File: src/rtl/hvtp_pkg.sv
package hvtp_pkg;

  localparam int SCORE_WIDTH = 32;
  localparam int NUM_MODELS  = 8;
  localparam int MAX_STATES  = 8;
  localparam int DATA_WIDTH  = 32;
  localparam int BEAM_WIDTH  = 31;
  localparam int MCOUNT_WIDTH = 4;

  typedef logic signed [SCORE_WIDTH-1:0] score_t;

  localparam score_t LOG_ZERO  = {1'b1, {(SCORE_WIDTH-1){1'b0}}};
  localparam score_t LOG_SMALL = {2'b11, {(SCORE_WIDTH-2){1'b0}}};
  localparam score_t SCORE_MAX = {1'b0, {(SCORE_WIDTH-1){1'b1}}};
  localparam logic [BEAM_WIDTH-1:0] DEFAULT_BEAM = BEAM_WIDTH'(300 * 1024);
  localparam logic [MCOUNT_WIDTH-1:0] DEFAULT_MCOUNT = MCOUNT_WIDTH'(8);

  typedef enum logic [2:0] {
    FN_LOAD_TRANS = 3'd0,
    FN_LOAD_SIZE  = 3'd1,
    FN_START      = 3'd2,
    FN_EMIT       = 3'd3,
    FN_STEP       = 3'd4
  } func_t;

  typedef enum logic [1:0] {
    CFG_PENALTY = 2'd0,
    CFG_BEAM    = 2'd1,
    CFG_MCOUNT  = 2'd2
  } cfg_idx_t;

  typedef enum logic [3:0] {
    ST_IDLE,
    ST_SETUP,
    ST_SCAN_ADDR,
    ST_SCAN_EVAL,
    ST_STATE_DONE,
    ST_COPY,
    ST_MODEL_DONE,
    ST_THRESH,
    ST_ENTRY,
    ST_FINISH
  } seq_state_t;

  // Saturating add in which log zero absorbs.
  function automatic score_t sat_add(score_t a, score_t b);
    logic signed [SCORE_WIDTH:0] s;
    s = {a[SCORE_WIDTH-1], a} + {b[SCORE_WIDTH-1], b};
    if (a == LOG_ZERO || b == LOG_ZERO) begin
      sat_add = LOG_ZERO;
    end else if (s[SCORE_WIDTH] != s[SCORE_WIDTH-1]) begin
      sat_add = s[SCORE_WIDTH] ? LOG_ZERO : SCORE_MAX;
    end else begin
      sat_add = s[SCORE_WIDTH-1:0];
    end
  endfunction

  // Sign-extends a 32-bit word and saturates it to the score width.
  function automatic score_t from_word(logic [DATA_WIDTH-1:0] v);
    logic signed [63:0] x;
    logic signed [63:0] hi;
    logic signed [63:0] lo;
    x  = {{(64-DATA_WIDTH){v[DATA_WIDTH-1]}}, v};
    hi = 64'(SCORE_MAX);
    lo = 64'(LOG_ZERO);
    if (x > hi) begin
      from_word = SCORE_MAX;
    end else if (x < lo) begin
      from_word = LOG_ZERO;
    end else begin
      from_word = x[SCORE_WIDTH-1:0];
    end
  endfunction

  // Saturates a score to a 32-bit word.
  function automatic logic [DATA_WIDTH-1:0] to_word(score_t s);
    logic signed [63:0] x;
    logic signed [63:0] hi;
    logic signed [63:0] lo;
    x  = 64'(s);
    hi = 64'sd2147483647;
    lo = -64'sd2147483648;
    if (x > hi) begin
      to_word = 32'h7FFF_FFFF;
    end else if (x < lo) begin
      to_word = 32'h8000_0000;
    end else begin
      to_word = x[DATA_WIDTH-1:0];
    end
  endfunction

endpackage

File: src/rtl/hvtp_score_mem.sv
module hvtp_score_mem #(
  parameter int DEPTH = hvtp_pkg::NUM_MODELS * hvtp_pkg::MAX_STATES,
  parameter int AW    = $clog2(DEPTH)
) (
  input  logic                clk,
  input  logic                rst_n,
  input  logic                clear,
  input  logic                we,
  input  logic [AW-1:0]       waddr,
  input  hvtp_pkg::score_t    wdata,
  input  logic [AW-1:0]       raddr,
  input  logic                rentry,
  output hvtp_pkg::score_t    rdata
);

  hvtp_pkg::score_t mem [DEPTH];
  logic [DEPTH-1:0] valid_r;
  hvtp_pkg::score_t q_r;
  logic             vq_r;
  logic             entry_q_r;

  always_ff @(posedge clk) begin
    if (we) begin
      mem[waddr] <= wdata;
    end
    q_r       <= mem[raddr];
    vq_r      <= valid_r[raddr];
    entry_q_r <= rentry;
  end

  // An entry that was never written since the last clear reads as its reset value.
  always_ff @(posedge clk) begin
    if (!rst_n || clear) begin
      valid_r <= '0;
    end else if (we) begin
      valid_r[waddr] <= 1'b1;
    end
  end

  assign rdata = vq_r ? q_r : (entry_q_r ? '0 : hvtp_pkg::LOG_ZERO);

endmodule

File: config.mk
export PLATFORM = sky130hd
export DESIGN_NAME = hvtp_score_mem
export DESIGN_NICKNAME = d
export VERILOG_FILES = /design/src/rtl/hvtp_pkg.sv /design/src/rtl/hvtp_score_mem.sv
export SDC_FILE = /design/constraint.sdc
export NUM_CORES = 2
export LEC_CHECK = 0
export BUFFER_PORTS_ARGS = -buffer_cell sky130_fd_sc_hd__buf_4
export CORE_AREA = 4 4 431 433
export DETAILED_ROUTE_END_ITERATION = 8
export DIE_AREA = 0 0 435 437
export PLACE_DENSITY = 0.58
export SETUP_SLACK_MARGIN = 0.1
export SLEW_MARGIN = 40
export SYNTH_ARGS = -nofsm -noshare
export SYNTH_HDL_FRONTEND = slang
export SYNTH_SLANG_ARGS = --single-unit
File: constraint.sdc
create_clock -name clk -period 3.9 [get_ports clk]
set_input_delay 0.39 -clock clk [delete_from_list [all_inputs] [get_ports clk]]
set_output_delay 0.39 -clock clk [all_outputs]
set_load 0.05 [all_outputs]
* Yosys cells after proc, flatten, opt, wreduce, memory -nomap -nowiden
Memory sizes are Yosys's and may differ from the RTL's. A register that Yosys moved wholly into a read port is not among the register bits.
Cells that the tools add are included.
Widths: inputs -> output; s select.
** Cells by class
- $lt $le $gt $ge :: 3
- Muxes and demuxes :: 8
- Bitwise operators :: 1
- Reduce and logical (&&, ||, !) cells :: 3
** Operators by type and width (count)
- $mux 32 :: 2
- $or 64x64->64 :: 1
- $lt 6x7->1 const B :: 2
- $bmux 1 s6 :: 1
- $demux 1 s6 :: 1
- $ge 6x1->1 const B :: 1
- $mux 1 :: 4
- $logic_and 1x1->1 :: 1
- $logic_not 1->1 :: 1
- $logic_or 1x1->1 :: 1
** Word-level totals
- Bits in registers :: 66
- Bits in writable memories :: 2048
- Bits of input ports :: 49
- Output and inout port bits :: 32
- Word-level logic and storage cells :: 19
- Memories :: 1
** Memories
- mem :: depth 64, width 32, rd ports 1, clocked after Yosys merged registers in 1, write ports 1, line hvtp_score_mem.sv:16 : hvtp_pkg::score_t mem [DEPTH];

* Longest topological paths before layout
- Word-level depth :: 5
- Mapped depth :: 10
- Depth with buffers taken out :: 5

* Worst setup path before layout
No wires, ideal clock.
- Kind :: input port to flip-flop
- Start point :: input we
- End point :: memory mem[40][0] in the netlist's numbering (enable)
- Library setup time :: 0.463 ns
- Arrival time :: 3.084 ns
- Required time :: 3.437 ns
- Path slack :: 0.353 ns
- Stages on the path :: 3
- Buffers on the path :: 0
- Cells stage by stage :: nor2b_1 nand2_1 nor3_1
** Between the ends
- Cells in the longest elaborated chain, start to end :: 2
** Ends and longest elaborated chain
- from (decl) :: line hvtp_score_mem.sv:8 : input logic we,
- $mux 1 :: line hvtp_score_mem.sv:23 : if (we) begin
- $mux 1 (not written as such) :: line hvtp_score_mem.sv:24 : mem[waddr] <= wdata;
- to (decl) :: line hvtp_score_mem.sv:16
No other way between the ends.

* Final worst setup path
- Start point :: register vq_r
- End point :: output rdata[11]
** Between the ends
- Cells in the longest elaborated chain, start to end :: 1
** Ends and longest elaborated chain
- from (decl) :: line hvtp_score_mem.sv:19 : logic vq_r;
- from (signal assigned) :: line hvtp_score_mem.sv:27 : vq_r <= valid_r[raddr];
- $mux 32 :: line hvtp_score_mem.sv:40 : assign rdata = vq_r ? q_r : (entry_q_r ? '0 : hvtp_pkg::LOG_ZERO);
- to (decl) :: line hvtp_score_mem.sv:13 : output hvtp_pkg::score_t rdata
No other way between the ends.

==> run metrics <==
Critical path buffers and inverters 2; sequential fraction of the synthesis area 0.779; H-tree lvl count 4; GRT Total Usage 0.218; Sink Count 2146; slew margin rel. 0.409; CP Max Fanout 19; drt via density 6.00; initial antenna violation count 7; maximum vdd ir drop 0.386 mV; crit end category output port; clock share of power 0.418; total power 48000 uW; die area 190000 um2; critical path class register to output port; final worst-path cycle share 0.723; First-pass DRT Iterations 6; Final Setup Violations 0; RSZ-0062 raised after global routing false; FP Rows 157; GR Overflow Total 0; first-pass GRT wire length 296000 um; Die H 437 um; Fin. Hold Viols 0; post-route ant nets 0; Max Cap Viol 0; crit-path cells buf_4 > and2_1 > buf_4; CP most frequent cell buf_4; Top delay family on crit path flip-flops; pin count of the biggest net entering global routing 65; PD cells 514 nW/um2; clock buffer depth 3; f_max 355 MHz; PortBufs 80; Critical Path Max Stage Delay 0.65 ns; Final Skew 0.0256 ns; vias in the first global route 38900; root buf cell clkbuf_16; CP max-delay cell dfxtp_1; min Tclk post-route 2.82 ns; Net Sw Frac 0.209; Logic pwr share 0.050; synthesized cell area 81400 um2; Ys Warns 0; Reg power frac 0.532; Worst-Skew Late Latency 0.83 ns; Clk pin slew, worst setup/hold paths 0.06 ns; Layout area overhead 14.7%; flops & latches, synth 2146; Final GP Congestion 0.752; vias 38300; wire length per cell 32.4 um; class of the worst hold path input port to register; Layout Nets 3865; DRC violations left 0; # IOs 81; HPWL Detailed 114000 um; Sw Pwr 10100 uW; layout cells sized above 1 0.302; TritonCTS clock tree yes; fill count 13900; WL final 207000 um; Starting Density 0.447; Power Internal 37900 uW; Die Width 435 um; syn_area_per_cell 23.1 um2; setup_tns 0 ns; CP Data Required Time 3.51 ns; Distinct cells, synth 41; Final Max Tran Viols 0; status finished clean; Startpoint Class register; Pleak 0.0294 uW; Post-CTS Resized 0; Worst EP arrival 2.43 ns; core area 182000 um2; DR iter-0 viols 4347; CTS Buf Count 207; Syn Nets 3580; Slew @ Worst Pin 0.880 ns; Cells after Synth 3531
timing repair:
item	4_1_cts	5_1_grt
setup buffers	0	0
endpoints found under the hold margin	34	0
hold buffers	4	0
layout by cell type, fill, tap and decap left out, types with 4 or more instances in the layout:
cell type / n
edfxtp_1: 2048
mux4_2: 557
buf_4: 215
clkbuf_16: 214
mux2i_1: 126
dfxtp_1: 98
a22oi_1: 64
o21a_1: 64
nor2_4: 61
clkbuf_1: 49
buf_12: 48
clkinv_2: 40
nand2_1: 35
and2_1: 34
o22ai_1: 34
a21oi_1: 33
clkinv_1: 31
nor3_1: 28
bufinv_16: 21
nor2_1: 18
o21ai_0: 18
nand3_1: 17
o221ai_1: 17
a2bb2oi_1: 12
nor2b_1: 10
clkinvlp_4: 10
clkbuf_8: 8
nand2b_1: 7
a211oi_1: 7
diode_2: 6
a221oi_1: 6
buf_8: 5
nor3b_1: 4
nor3_2: 4
clkinv_8: 4
dlygate4sd3_1: 4
metal layers:
| layer | GRT usage | vias up | share of wire |
|---|---|---|---|
| met5 | 0 | - | 0.000034 |
| met4 | 0.0502 | 2 | 0.022 |
| met3 | 0.0338 | 270 | 0.067 |
| met2 | 0.359 | 1374 | 0.50 |
| met1 | 0.309 | 21000 | 0.41 |
| li1 | - | 15700 | - |
synth_stat cells:
cell / number / share of area
a211o_1: 2 / 0.00022
a211oi_1: 7 / 0.00065
a21oi_1: 33 / 0.0020
a221o_1: 3 / 0.00037
a221oi_1: 6 / 0.00065
a22o_1: 2 / 0.00022
a22oi_1: 64 / 0.0059
a2bb2oi_1: 12 / 0.0013
a311oi_1: 1 / 0.00011
a31oi_1: 1 / 0.000077
a32o_1: 2 / 0.00025
and2_0: 1 / 0.000077
and2_1: 35 / 0.0027
and3b_1: 2 / 0.00022
buf_1: 17 / 0.00078
buf_2: 49 / 0.0030
buf_4: 35 / 0.0032
buf_6: 20 / 0.0028
clkbuf_1: 75 / 0.0035
dfxtp_1: 98 / 0.024
edfxtp_1: 2048 / 0.76
inv_1: 1 / 0.000046
mux2_2: 3 / 0.00041
mux2i_1: 126 / 0.015
mux4_2: 557 / 0.15
nand2_1: 35 / 0.0016
nand2b_1: 7 / 0.00054
nand3_1: 17 / 0.0010
nand3b_1: 3 / 0.00028
nor2_1: 79 / 0.0036
nor2b_1: 13 / 0.0010
nor3_1: 32 / 0.0020
nor3b_1: 4 / 0.00037
o21a_1: 64 / 0.0059
o21ai_0: 18 / 0.0011
o221ai_1: 17 / 0.0018
o22ai_1: 34 / 0.0026
o31a_1: 1 / 0.00011
or2_2: 3 / 0.00023
or3_1: 1 / 0.000077
or3b_2: 3 / 0.00032
metrics by stage:
stage,util,instances,hold slack (ns),worst slack (ns),area [um2]
floorplan,-,3531,0.418,0.353,81400
global placement,0.475,5986,0.441,0.626,86500
detailed placement,0.475,5988,0.448,0.664,86500
CTS,0.513,6375,0.0355,1.01,93400
global route,0.513,6375,0.0671,0.978,93400
finish,0.513,6381,0.0825,1.08,93400
worst paths after layout:
kind / slack [ns] / depth (start not counted) / end / startpoint
worst min register to register: 0.46 / 1 / valid_r[14] / valid_r[14]
worst max register to register: 1.49 / 5 / q_r[30] / mem[31][30]
worst min-delay path: 0.08 / 1 / mem[14][1] / wdata[1]
worst max-delay path: 1.08 / 3 / rdata[11] / vq_r
power groups by stage:
stage	sequential, uW	combinational [uW]	clock, uW
floorplan	25900	1370	0
global placement	26000	2390	0
detailed placement	26000	2420	0
CTS	25500	2420	20400
global route	25500	2550	21400
finish	25500	2390	20100
final cells by class:
type,count,area (um2),share of cell area
Inverter,1,3.75,0.0000402
Tap cell,2385,2980,0.0320
Clock inverter,112,1180,0.0127
Antenna cell,6,15.0,0.000161
Multi-Input combinational cell,1188,17400,0.186
Sequential cell,2146,63500,0.680
Clock buffer,271,5650,0.0605
Timing Repair Buffer,272,2690,0.0288
cells by family after synthesis:
kind of cell | Yosys count | synth area share
AO/OA/AOI/OAI | 267 | 0.0233
multiplexers | 686 | 0.170
AND/OR/NAND/NOR | 235 | 0.0141
buffers and inverters | 197 | 0.0133
flip-flops | 2146 | 0.779
sequential cells by signal (all words and copies together) (netlist names):
signal,cells
vq_r,1
valid_r,64
mem,2048
entry_q_r,1
q_r,32
(Power assumes the default switching activity.)
